File: config.mk
export PLATFORM = sky130hd
export DESIGN_NAME = http_request_head_parser
export DESIGN_NICKNAME = d
export VERILOG_FILES = /design/src/rtl/hrp_pkg.sv /design/src/rtl/hrp_matcher.sv /design/src/rtl/http_request_head_parser.sv
export SDC_FILE = /design/constraint.sdc
export NUM_CORES = 1
export LEC_CHECK = 0
export ABC_AREA = 1
export BUFFER_PORTS_ARGS = -buffer_cell sky130_fd_sc_hd__clkbuf_2
export CAP_MARGIN = 30
export CORE_AREA = 8 8 251 253
export DETAILED_ROUTE_END_ITERATION = 10
export DIE_AREA = 0 0 259 261
export PLACE_DENSITY = 0.47
export REMOVE_ABC_BUFFERS = 1
export SYNTH_ARGS = -nofsm -noshare
export SYNTH_HDL_FRONTEND = slang
export SYNTH_HIERARCHICAL = 1
export SYNTH_SLANG_ARGS = --single-unit
export TNS_END_PERCENT = 10
File: constraint.sdc
create_clock -name clk -period 5.3 [get_ports clk]
set_input_delay 0.265 -clock clk [delete_from_list [all_inputs] [get_ports clk]]
set_output_delay 0.265 -clock clk [all_outputs]
set_load 0.01 [all_outputs]
File: src/rtl/hrp_pkg.sv
package hrp_pkg;

  localparam int LENGTH_BITS = 32;

  typedef enum logic [11:0] {
    PH_PRE_METHOD   = 12'h001,
    PH_METHOD       = 12'h002,
    PH_PRE_PATH     = 12'h004,
    PH_PATH         = 12'h008,
    PH_QUERY        = 12'h010,
    PH_PRE_VERSION  = 12'h020,
    PH_VERSION      = 12'h040,
    PH_AFTER_VER    = 12'h080,
    PH_HDR_NAME     = 12'h100,
    PH_HDR_VALUE    = 12'h200,
    PH_BODY         = 12'h400,
    PH_DONE         = 12'h800
  } phase_t;

  typedef enum logic [3:0] {
    DG_BEFORE = 4'b0001,
    DG_SIGN   = 4'b0010,
    DG_DIGITS = 4'b0100,
    DG_AFTER  = 4'b1000
  } digit_t;

  localparam logic [3:0] ROLE_NONE    = 4'd0;
  localparam logic [3:0] ROLE_METHOD  = 4'd1;
  localparam logic [3:0] ROLE_PATH    = 4'd2;
  localparam logic [3:0] ROLE_QUERY   = 4'd3;
  localparam logic [3:0] ROLE_VERSION = 4'd4;
  localparam logic [3:0] ROLE_HNAME   = 4'd5;
  localparam logic [3:0] ROLE_HVALUE  = 4'd6;
  localparam logic [3:0] ROLE_EOL     = 4'd7;
  localparam logic [3:0] ROLE_BODY    = 4'd8;

  localparam logic [2:0] ERR_NONE     = 3'd0;
  localparam logic [2:0] ERR_REQLINE  = 3'd1;
  localparam logic [2:0] ERR_VERSION  = 3'd2;
  localparam logic [2:0] ERR_COLON    = 3'd3;
  localparam logic [2:0] ERR_LENGTH   = 3'd4;
  localparam logic [2:0] ERR_BARE_CR  = 3'd5;

  localparam logic [2:0] METH_UNKNOWN = 3'd7;
  localparam logic [1:0] VER_HTTP2    = 2'd2;
  localparam logic [1:0] VER_UNKNOWN  = 2'd3;

  localparam logic [1:0] ST_BUSY  = 2'd0;
  localparam logic [1:0] ST_DONE  = 2'd1;
  localparam logic [1:0] ST_ERROR = 2'd2;

  // parsed fields of one result
  typedef struct packed {
    logic [3:0]  role;
    logic [7:0]  data;
    logic [2:0]  meth;
    logic [1:0]  ver;
    logic [31:0] blen;
    logic [1:0]  status;
    logic [2:0]  err;
  } result_t;

  function automatic logic [3:0] meth_len(input logic [2:0] i);
    case (i)
      3'd0: return 4'd3;
      3'd1: return 4'd4;
      3'd2: return 4'd3;
      3'd3: return 4'd6;
      3'd4: return 4'd5;
      3'd5: return 4'd4;
      default: return 4'd7;
    endcase
  endfunction

  // method name character at a position, 0 beyond its end
  function automatic logic [7:0] meth_chr(input logic [2:0] i, input logic [3:0] p);
    logic [63:0] s;
    case (i)
      3'd0: s = {"GET", 40'd0};
      3'd1: s = {"POST", 32'd0};
      3'd2: s = {"PUT", 40'd0};
      3'd3: s = {"DELETE", 16'd0};
      3'd4: s = {"PATCH", 24'd0};
      3'd5: s = {"HEAD", 32'd0};
      default: s = {"OPTIONS", 8'd0};
    endcase
    return (p < meth_len(i)) ? s[63 - 8 * int'(p[2:0]) -: 8] : 8'd0;
  endfunction

  function automatic logic [3:0] ver_len(input logic [1:0] i);
    return (i == 2'd3) ? 4'd6 : 4'd8;
  endfunction

  function automatic logic [7:0] ver_chr(input logic [1:0] i, input logic [3:0] p);
    logic [63:0] s;
    case (i)
      2'd0: s = "HTTP/1.0";
      2'd1: s = "HTTP/1.1";
      2'd2: s = "HTTP/2.0";
      default: s = {"HTTP/2", 16'd0};
    endcase
    return (p < ver_len(i)) ? s[63 - 8 * int'(p[2:0]) -: 8] : 8'd0;
  endfunction

  function automatic logic [7:0] lname_chr(input logic i, input logic [3:0] p);
    logic [127:0] s;
    s = i ? {"content-length", 16'd0} : {"Content-Length", 16'd0};
    return (p < 4'd14) ? s[127 - 8 * int'(p) -: 8] : 8'd0;
  endfunction

  function automatic logic is_blank(input logic [7:0] b);
    return (b == 8'h20) || (b == 8'h09) || (b == 8'h0B) || (b == 8'h0C);
  endfunction

endpackage

File: src/rtl/hrp_matcher.sv
// candidate narrowing for method, version and length-header names
module hrp_matcher (
  input  logic [3:0] pos,
  input  logic [7:0] b,
  input  logic [6:0] meth_in,
  input  logic [3:0] ver_in,
  input  logic [1:0] lname_in,
  output logic [6:0] meth_out,
  output logic [3:0] ver_out,
  output logic [1:0] lname_out
);
  import hrp_pkg::*;

  // drop each candidate whose name does not continue with this byte
  always_comb begin
    for (int i = 0; i < 7; i++)
      meth_out[i] = meth_in[i] && (pos < meth_len(3'(i))) && (meth_chr(3'(i), pos) == b);
    for (int i = 0; i < 4; i++)
      ver_out[i] = ver_in[i] && (pos < ver_len(2'(i))) && (ver_chr(2'(i), pos) == b);
    for (int i = 0; i < 2; i++)
      lname_out[i] = lname_in[i] && (pos < 4'd14) && (lname_chr(1'(i), pos) == b);
  end

endmodule

File: src/rtl/http_request_head_parser.sv
// channel | dir | payload
// in_     | in  | tuser: start_request; tdata: data_byte
// out_    | out | tdata: byte_role, echo_byte, method_code, version_code,
//         |     |        body_length, parse_status, error_kind
// one byte per cycle while the output is not stalled, one result per byte,
// registered into the output register; the parse state updates in the same cycle.
// rst_n synchronous active low; clears all parse state and the output valid.
// a stalled output takes a new byte only when the register is freed that cycle.
module http_request_head_parser (
  input  logic        clk,
  input  logic        rst_n,
  input  logic        in_tvalid,
  output logic        in_tready,
  input  logic [7:0]  in_tdata,   // data_byte
  input  logic        in_tuser,   // start_request
  output logic        out_tvalid,
  input  logic        out_tready,
  output logic [55:0] out_tdata   // role[3:0] byte[11:4] meth[14:12] ver[16:15]
                                  // len[48:17] status[50:49] err[53:51]
);
  import hrp_pkg::*;

  phase_t      ph_r, ph_nxt;
  logic [3:0]  pos_r, pos_nxt;
  logic [6:0]  mc_r, mc_nxt;
  logic [3:0]  vc_r, vc_nxt;
  logic [1:0]  lc_r, lc_nxt;
  logic [2:0]  mres_r, mres_nxt;
  logic [1:0]  vres_r, vres_nxt;
  logic [LENGTH_BITS-1:0] acc_r, acc_nxt;
  logic [LENGTH_BITS-1:0] rem_r, rem_nxt;
  digit_t      dg_r, dg_nxt;
  logic        crp_r, crp_nxt;
  logic        le_r, le_nxt;
  logic [2:0]  err_r, err_nxt;
  logic        ov_r;
  result_t     res_r, res_nxt;

  // start-of-request view of the state
  phase_t      ph0;
  logic [3:0]  pos0;
  logic [6:0]  mc0;
  logic [3:0]  vc0;
  logic [1:0]  lc0;
  logic [2:0]  mres0;
  logic [1:0]  vres0;
  logic [LENGTH_BITS-1:0] acc0, rem0;
  digit_t      dg0;
  logic        crp0, le0;
  logic [2:0]  err0;

  logic [3:0]  mpos;
  logic [6:0]  min_m, mout;
  logic [3:0]  vin_m, vout;
  logic [1:0]  lout;
  logic [7:0]  b;
  logic        take;
  logic [3:0]  dval;
  logic [LENGTH_BITS+3:0] prod;

  assign b = in_tdata;
  assign in_tready = !ov_r || out_tready;
  assign take = in_tvalid && in_tready;

  always_comb begin
    if (in_tuser) begin
      ph0 = PH_PRE_METHOD; pos0 = '0; mc0 = '1; vc0 = '1; lc0 = '1;
      mres0 = METH_UNKNOWN; vres0 = VER_UNKNOWN; acc0 = '0; rem0 = '0;
      dg0 = DG_BEFORE; crp0 = 1'b0; le0 = 1'b1; err0 = ERR_NONE;
    end else begin
      ph0 = ph_r; pos0 = pos_r; mc0 = mc_r; vc0 = vc_r; lc0 = lc_r;
      mres0 = mres_r; vres0 = vres_r; acc0 = acc_r; rem0 = rem_r;
      dg0 = dg_r; crp0 = crp_r; le0 = le_r; err0 = err_r;
    end
  end

  // method or version token entry resets position and candidates before matching
  always_comb begin
    mpos  = pos0;
    min_m = mc0;
    vin_m = vc0;
    if (ph0 == PH_PRE_METHOD) begin
      mpos = '0; min_m = '1;
    end
    if (ph0 == PH_PRE_VERSION) begin
      mpos = '0; vin_m = '1;
    end
  end

  hrp_matcher u_match (
    .pos(mpos), .b(b), .meth_in(min_m), .ver_in(vin_m), .lname_in(lc0),
    .meth_out(mout), .ver_out(vout), .lname_out(lout)
  );

  assign dval = b[3:0] - 4'd0;
  assign prod = {4'd0, acc0} * {{LENGTH_BITS{1'b0}}, 4'd10} + {{LENGTH_BITS{1'b0}}, dval};

  // per-byte parse step
  always_comb begin
    logic [3:0] role;
    logic       eol;
    logic       digit;
    ph_nxt = ph0; pos_nxt = pos0; mc_nxt = mc0; vc_nxt = vc0; lc_nxt = lc0;
    mres_nxt = mres0; vres_nxt = vres0; acc_nxt = acc0; rem_nxt = rem0;
    dg_nxt = dg0; crp_nxt = crp0; le_nxt = le0; err_nxt = err0;
    role = ROLE_NONE;
    eol = 1'b0;
    digit = (b >= 8'h30) && (b <= 8'h39);
    if (err0 == ERR_NONE && ph0 != PH_DONE) begin
      if (ph0 == PH_BODY) begin
        role = ROLE_BODY;
        rem_nxt = rem0 - LENGTH_BITS'(1);
        if (rem_nxt == '0) ph_nxt = PH_DONE;
      end else if (crp0) begin
        crp_nxt = 1'b0;
        if (b == 8'h0A) begin
          role = ROLE_EOL; eol = 1'b1;
        end else err_nxt = ERR_BARE_CR;
      end else if (b == 8'h0D) begin
        crp_nxt = 1'b1; role = ROLE_EOL;
      end else if (b == 8'h0A) begin
        role = ROLE_EOL; eol = 1'b1;
      end else begin
        le_nxt = 1'b0;
        unique case (ph0) inside
          PH_PRE_METHOD, PH_METHOD: begin
            if (is_blank(b)) begin
              if (ph0 == PH_METHOD) begin
                mres_nxt = METH_UNKNOWN;
                for (int i = 0; i < 7; i++)
                  if (mc0[i] && meth_len(3'(i)) == pos0) mres_nxt = 3'(i);
                ph_nxt = PH_PRE_PATH;
              end
            end else begin
              ph_nxt = PH_METHOD;
              mc_nxt = mout;
              pos_nxt = (mpos == 4'd15) ? mpos : mpos + 4'd1;
              role = ROLE_METHOD;
            end
          end
          PH_PRE_PATH, PH_PATH: begin
            if (is_blank(b)) begin
              if (ph0 == PH_PATH) ph_nxt = PH_PRE_VERSION;
            end else if (b == 8'h3F) ph_nxt = PH_QUERY;
            else begin
              ph_nxt = PH_PATH; role = ROLE_PATH;
            end
          end
          PH_QUERY: begin
            if (is_blank(b)) ph_nxt = PH_PRE_VERSION;
            else role = ROLE_QUERY;
          end
          PH_PRE_VERSION, PH_VERSION: begin
            if (is_blank(b)) begin
              if (ph0 == PH_VERSION) begin
                vres_nxt = VER_UNKNOWN;
                for (int i = 0; i < 4; i++)
                  if (vc0[i] && ver_len(2'(i)) == pos0)
                    vres_nxt = (i == 3) ? VER_HTTP2 : 2'(i);
                ph_nxt = PH_AFTER_VER;
              end
            end else begin
              ph_nxt = PH_VERSION;
              vc_nxt = vout;
              pos_nxt = (mpos == 4'd15) ? mpos : mpos + 4'd1;
              role = ROLE_VERSION;
            end
          end
          PH_HDR_NAME: begin
            if (b == 8'h3A) begin
              if (pos0 != 4'd14) lc_nxt = '0;
              if (lc_nxt != '0) acc_nxt = '0;
              ph_nxt = PH_HDR_VALUE; pos_nxt = '0; dg_nxt = DG_BEFORE;
            end else begin
              lc_nxt = lout;
              pos_nxt = (pos0 == 4'd15) ? pos0 : pos0 + 4'd1;
              role = ROLE_HNAME;
            end
          end
          PH_HDR_VALUE: begin
            if (!(pos0 == '0 && (b == 8'h20 || b == 8'h09))) begin
              pos_nxt = 4'd1; role = ROLE_HVALUE;
            end
            if (lc0 != '0 && dg0 != DG_AFTER) begin
              if (digit) begin
                if (prod[LENGTH_BITS+3:LENGTH_BITS] != '0) err_nxt = ERR_LENGTH;
                else begin
                  acc_nxt = prod[LENGTH_BITS-1:0]; dg_nxt = DG_DIGITS;
                end
              end else if (dg0 == DG_DIGITS) dg_nxt = DG_AFTER;
              else if (dg0 == DG_BEFORE && is_blank(b)) dg_nxt = DG_BEFORE;
              else if (dg0 == DG_BEFORE && b == 8'h2B) dg_nxt = DG_SIGN;
              else err_nxt = ERR_LENGTH;
            end
          end
          default: ;
        endcase
      end
      // line end handling
      if (eol) begin
        unique case (ph0) inside
          PH_PRE_METHOD, PH_METHOD, PH_PRE_PATH: err_nxt = ERR_REQLINE;
          PH_PATH, PH_QUERY, PH_PRE_VERSION: err_nxt = ERR_VERSION;
          PH_VERSION, PH_AFTER_VER: begin
            if (ph0 == PH_VERSION) begin
              vres_nxt = VER_UNKNOWN;
              for (int i = 0; i < 4; i++)
                if (vc0[i] && ver_len(2'(i)) == pos0)
                  vres_nxt = (i == 3) ? VER_HTTP2 : 2'(i);
            end
            ph_nxt = PH_HDR_NAME; pos_nxt = '0; lc_nxt = '1; le_nxt = 1'b1;
          end
          PH_HDR_NAME: begin
            if (!le0) err_nxt = ERR_COLON;
            else begin
              rem_nxt = acc0;
              ph_nxt = (acc0 == '0) ? PH_DONE : PH_BODY;
            end
          end
          PH_HDR_VALUE: begin
            if (lc0 != '0 && (dg0 == DG_BEFORE || dg0 == DG_SIGN)) err_nxt = ERR_LENGTH;
            else begin
              ph_nxt = PH_HDR_NAME; pos_nxt = '0; lc_nxt = '1; le_nxt = 1'b1;
            end
          end
          default: ;
        endcase
      end
      if (err_nxt != ERR_NONE) role = ROLE_NONE;
    end
    res_nxt.role = role;
    res_nxt.data = b;
    res_nxt.meth = mres_nxt;
    res_nxt.ver = vres_nxt;
    res_nxt.blen = 32'(acc_nxt);
    res_nxt.status = (err_nxt != ERR_NONE) ? ST_ERROR : ((ph_nxt == PH_DONE) ? ST_DONE : ST_BUSY);
    res_nxt.err = err_nxt;
  end

  // state and output register
  always_ff @(posedge clk) begin
    if (!rst_n) begin
      ph_r <= PH_PRE_METHOD; pos_r <= '0; mc_r <= '1; vc_r <= '1; lc_r <= '1;
      mres_r <= METH_UNKNOWN; vres_r <= VER_UNKNOWN; acc_r <= '0; rem_r <= '0;
      dg_r <= DG_BEFORE; crp_r <= 1'b0; le_r <= 1'b1; err_r <= ERR_NONE;
      ov_r <= 1'b0;
    end else begin
      if (take) begin
        ph_r <= ph_nxt; pos_r <= pos_nxt; mc_r <= mc_nxt; vc_r <= vc_nxt;
        lc_r <= lc_nxt; mres_r <= mres_nxt; vres_r <= vres_nxt; acc_r <= acc_nxt;
        rem_r <= rem_nxt; dg_r <= dg_nxt; crp_r <= crp_nxt; le_r <= le_nxt;
        err_r <= err_nxt;
        ov_r <= 1'b1;
      end else if (out_tready) ov_r <= 1'b0;
    end
  end

  always_ff @(posedge clk) begin
    if (take) res_r <= res_nxt;
  end

  assign out_tvalid = ov_r;
  assign out_tdata = {2'b00, res_r.err, res_r.status, res_r.blen, res_r.ver,
                      res_r.meth, res_r.data, res_r.role};

endmodule

==> results_dict.tcl, run 1 <==
set metrics [dict create \
    r2r_cells 26 \
    synth_commonest_cells "nand2_1 (834), nor2_1 (398), inv_1 (395)" \
    post_dp_cell_area_sq_um 18800 \
    ios 71 \
    wl_met2_um 33600 \
    gr-usage-all-layers_pct 20.6 \
    dr.max_layer_used "met5" \
    critical_path_class "flop to flop" \
    first_global_vias 18600 \
    endpoint_kind "flop" \
    start_kind "flop" \
    cts_buffer_depth 2 \
    gp_congestion 0.933 \
    clock-sinks 162 \
    synth_area_leaders "nand2_1 (18%), dfxtp_1 (12%), edfxtp_1 (9.3%)" \
    stdcell_area_sq_um 19400 \
    path_clk_slew_ns 0.07 \
    netlist_instances 2985 \
    die_x_um 259 \
    rsz0062_at_grt "false" \
    cts_buffers 17 \
    io_buffers 68 \
    drv_slew 0 \
    synth.distinct_cells 68 \
    root_buffer "clkbuf_16" \
    setup-tns-final_ns 0 \
    worstMarginPinSlew_ns 0.967 \
    ys_ff_latch 162 \
    fin_crit_ns 4.80 \
    timing.final.ws_setup_ns 0.497 \
    synth_seq_area_share_pct 21.7 \
    ctsHoldBuffers 0 \
    cts_max_level 4 \
    arrival_ns 5.13 \
    clock_latency_ns 0.50 \
    syn_area_sq_um 17500 \
    synth_most_common_cell "nand2_1" \
    grt_pass1_wl_um 109000 \
    wl_per_cell_um 18.4 \
    crit_fanout 14 \
    status "finished, final reports clean" \
    max-cap-violations 0 \
    drt_pass1_iterations 6 \
    synth_top_area_share_pct 17.9 \
    num_antenna_cells 0 \
    required_ns 5.63 \
    fmax_mhz 208 \
    drtIter0Drc 1474 \
    post-place-ws_ns 0.257 \
    wl_met3_um 3010 \
    fp.dieH_um 261 \
    post-cts-setup-buffer-count 0 \
    finalSetupViolations 0 \
    p_per_area_nw_per_um2 207 \
    async_flop_share_pct 0 \
    holdPathStages 1 \
    nets 3107 \
    dp_hpwl_um 54300 \
    grt_max_degree 96 \
    fp.dieArea_sq_um 67600 \
    postRouteWirelength_um 70600 \
    antenna_found_initial 1 \
    hold_class "primary input to flop" \
    ir_drop_mv 0.256 \
    layout-drive-gt1-share_pct 10.6 \
    fin_skew_ns 0.0194 \
    grt_overflow 0 \
    met1_length_um 32100 \
    rrSetupSlack_ns 0.50 \
    cts_tree "yes" \
    area_delta_synth_final_pct 11.4 \
    slew_headroom_pct 34.9 \
    synth-edff-count 54 \
    fp.coreArea_sq_um 59300 \
    ys.flop_type "dfxtp_1" \
    final_antenna_net_count 0 \
    rows 90 \
    synthesis.area_per_instance_sq_um 5.85 \
    hold_violations 0 \
    synth_top_area_cell "nand2_1" \
    viasPerCell 5.14 \
    initial_core_util_pct 29.4 \
    p_leak_nw 9.29 \
    drc_errors 0 \
    min_period_over_period_pct 90.6 \
    yosys_warnings 6 \
    vias 19700 \
]
-- critical path, stage by stage, from the launching register on --
cell      delay, ns
dfxtp_1        0.31
inv_1          0.07
nor2_2         0.20
inv_1          0.15
nor2_1         0.28
nor2_1         0.09
ha_1           0.44
nand2_1        0.15
nor2_1         0.28
inv_1          0.09
nor3_2         0.14
nand3_1        0.15
nand4_1        0.17
nand2_2        0.11
nor2_4         0.16
nand2_1        0.10
nor2_2         0.20
nand2_1        0.08
nand2_1        0.05
nand2_1        0.08
nor2_4         0.12
nand3_4        0.22
nand2_1        0.19
nand4_1        0.13
a211oi_1       0.33
nand2_1        0.18
nor2_1         0.16
-- layout make-up --
class                           count  area [sq um]
Clock inverter                     14           180
Inverter                          427          1610
Sequential cell                   162          3780
Timing Repair Buffer              137           871
Clock buffer                       17           425
Tap cell                          782           978
Fill cell                        6687         39900
Multi-Input combinational cell   2295         11600
-- cell usage in the layout, fill, tap and decap left out, types with 10 or more instances in the layout --
master and n:
o221ai_1 13, dfxtp_1 108, o211ai_1 57, nand3_1 201
nor2_1 397, nand2_4 13, a21oi_1 204, nand3b_1 10
clkbuf_2 68, buf_4 68, nor2_4 12, clkbuf_16 17
xnor2_1 12, nand2_1 833, edfxtp_1 54, nand4_1 45
xor2_1 56, o21ai_0 118, nor2_2 23, ha_1 52
clkinv_1 13, o21ai_1 57, nor3_1 37, nand3_2 13
inv_2 16, inv_1 395, nand2_2 43
-- per-stage QoR --
step / utilization [%] / power (mW) / hold WS, ns / std cells
final: 32.8 / 4.02 / 0.115 / 3834
after global placement: 31.7 / 2.66 / 0.448 / 3803
after global routing: 32.8 / 4.23 / 0.0954 / 3834
after CTS: 32.8 / 4.05 / 0.0651 / 3834
after floorplan: - / 2.24 / 0.334 / 2884
after detailed placement: 31.7 / 2.67 / 0.455 / 3803
-- timing repair --
action | in CTS | in global routing
gates resized for setup | 0 | 1
hold endpoints to repair | 0 | 0
endpoints found under the setup margin | 0 | 2
-- cells by family after synthesis --
family                   synth area share, %
AND/OR/NAND/NOR                         42.0
buffers and inverters                   12.0
AO/OA/AOI/OAI                           16.8
flip-flops                              21.7
XOR/XNOR                                3.41
adder cells (fa/ha/maj)                 3.96
other                                 0.0215
multiplexers                          0.0574
-- routing by layer --
metal  vias up  GRT usage [%]
met3        96           2.38
met2       564           35.3
met5         -              0
li1       9789              -
met1      9271           26.7
met4         2           6.62
-- registers in the layout (all words and copies together) (netlist names), 2 cells and up --
register   cells
out_tdata     54
acc_r         32
rem_r         32
ph_r          12
mc_r           7
dg_r           4
pos_r          4
vc_r           4
err_r          3
mres_r         3
lc_r           2
vres_r         2
-- power breakdown --
group | internal [mW] | switching (mW) | total [mW]
sequential | 1.38 | 0.0382 | 1.41
combinational | 0.365 | 0.869 | 1.23
clock | 0.745 | 0.627 | 1.37
total | 2.49 | 1.53 | 4.02
-- final timing paths --
check,start,end
setup / recovery,acc_r[23],out_tdata[2]
hold / removal,in_tdata[7],out_tdata[11]
setup reg to reg,acc_r[23],out_tdata[2]
hold reg to reg,rem_r[18],rem_r[18]
Note: power is estimated with default switching activity, not from simulation.
==> run 2: changes to the inputs <==
--- a/config.mk
+++ b/config.mk
@@ -11,7 +11,7 @@
 export CORE_AREA = 8 8 251 253
 export DETAILED_ROUTE_END_ITERATION = 10
 export DIE_AREA = 0 0 259 261
-export PLACE_DENSITY = 0.47
+export PLACE_DENSITY = 0.55
 export REMOVE_ABC_BUFFERS = 1
 export SYNTH_ARGS = -nofsm -noshare
 export SYNTH_HDL_FRONTEND = slang
==> run 2 against run 1 <==
Compared with the run above: core utilization down 0.051 points; critical path type unchanged; critical path depth is 4 higher; non-clock buffer count is 1 lower; largest power group unchanged; via count is 1.6% lower; sequential cell count did not move; wire length down 6.1%; cell area decreased by 0.15%; clock-buffer cell count up 1.
==> results_dict.tcl, run 2 (same netlist as run 1, synthesis figures left out) <==
set metrics [dict create \
    crit_slowest_cell "ha_1" \
    gr-usage-all-layers_pct 19.0 \
    ir_drop_mv 0.230 \
    sequentialPowerShare_pct 36.4 \
    min_period_over_period_pct 88.4 \
    power_mw 3.90 \
    fp.coreArea_sq_um 59300 \
    slew_headroom_pct 34.6 \
    ctsHoldBuffers 0 \
    drv_slew 0 \
    viasPerCell 5.06 \
    hold_violations 0 \
    critical_path_class "flop to flop" \
    drc_errors 0 \
    arrival_ns 5.04 \
    cts_buffer_depth 2 \
    die_x_um 259 \
    antenna_found_initial 0 \
    area_delta_synth_final_pct 11.2 \
    start_kind "flop" \
    grt_pass1_wl_um 102000 \
    p_int_mw 2.40 \
    fp.dieArea_sq_um 67600 \
    required_ns 5.66 \
    stdcell_count 3834 \
    final_antenna_net_count 0 \
    status "finished, final reports clean" \
    p_per_area_nw_per_um2 201 \
    grt_max_degree 97 \
    root_buffer "clkbuf_16" \
    dp_hpwl_um 50900 \
    final_common_cell "nand2_1" \
    holdWs_ns 0.141 \
    num_antenna_cells 0 \
    dr.max_layer_used "met4" \
    p_leak_nw 9.29 \
    clock_latency_ns 0.47 \
    cts_max_level 4 \
    finalSetupViolations 0 \
    first_global_vias 17900 \
    wl_met2_um 30200 \
    gp_congestion 0.949 \
    path_common_cell "nand2_1" \
    swShare_pct 38.4 \
    path_clk_slew_ns 0.08 \
    worstMarginPinSlew_ns 0.982 \
    ios 71 \
    met1_length_um 30300 \
    wl_met3_um 3800 \
    post-cts-setup-buffer-count 0 \
    cts_tree "yes" \
    hold_class "primary input to flop" \
    clock-sinks 162 \
    max-cap-violations 0 \
    layout-drive-gt1-share_pct 10.5 \
    rsz0062_at_grt "false" \
    endpoint_kind "flop" \
    initial_core_util_pct 29.4 \
    pwr-share-comb_pct 31.2 \
    postRouteWirelength_um 66200 \
    postCtsResizedCells 0 \
    nets 3106 \
    layout_common_cells "nand2_1 (833), nor2_1 (397), inv_1 (395)" \
    drt_pass1_iterations 8 \
    cts_buffers 17 \
    setup-tns-final_ns 0 \
    grt_overflow 0 \
    slowest_delay_ns 0.37 \
    pwr-share-clk_pct 32.5 \
    vias 19400 \
    largest_reg_flops 54 \
    crit_fanout 21 \
    switchingPower_mw 1.50 \
    fp.dieH_um 261 \
    drtIter0Drc 2016 \
    placedCellCount 3802 \
    fin_skew_ns 0.0161 \
    fmax_mhz 214 \
    final_util_pct 32.7 \
    fin_crit_ns 4.68 \
    rows 90 \
    io_buffers 68 \
    wl_per_cell_um 17.3 \
]
[run 2: metal layers]
layer,global-route usage [%],vias up
met3,2.61,106
met4,6.62,0
met5,0,-
li1,-,9773
met2,31.2,610
met1,25.3,8910
[run 2: worst max-delay path, delay by kind of cell, from the launching register on]
family	cells	cell delay, ns
flip-flops	1	0.32
adder cells (fa/ha/maj)	1	0.37
AO/OA/AOI/OAI	3	0.22
buffers and inverters	5	0.77
AND/OR/NAND/NOR	21	2.89
[run 2: final timing paths]
kind	start	endpoint	slack (ns)	cells after the start
worst max-delay path	acc_r[14]	acc_r[30]	0.62	30
worst max register to register	acc_r[14]	acc_r[30]	0.62	30
worst min register to register	rem_r[6]	rem_r[6]	0.47	2
worst min-delay path	in_tdata[7]	out_tdata[11]	0.14	1
[run 2: layout make-up]
cell class	count	area, sq um
Fill cell	6741	39900
Clock inverter	14	141
Multi-Input combinational cell	2295	11600
Clock buffer	18	429
Inverter	427	1610
Sequential cell	162	3780
Timing Repair Buffer	136	876
Tap cell	782	978
[run 2: power by group through the flow]
stage / Sequential (mW) / Clock, mW / Combinational (mW)
2_1_floorplan: 1.45 / 0 / 0.785
4_1_cts: 1.42 / 1.30 / 1.20
6_report: 1.42 / 1.27 / 1.22
3_5_place_dp: 1.45 / 0 / 1.20
3_3_place_gp: 1.45 / 0 / 1.20
5_1_grt: 1.43 / 1.34 / 1.34
[run 2: per-stage QoR]
step | worst slack, ns | area [sq um]
2_1_floorplan | 0.200 | 17000
3_3_place_gp | 0.375 | 18800
3_5_place_dp | 0.398 | 18800
4_1_cts | 0.585 | 19400
5_1_grt | 0.0267 | 19400
6_report | 0.616 | 19400
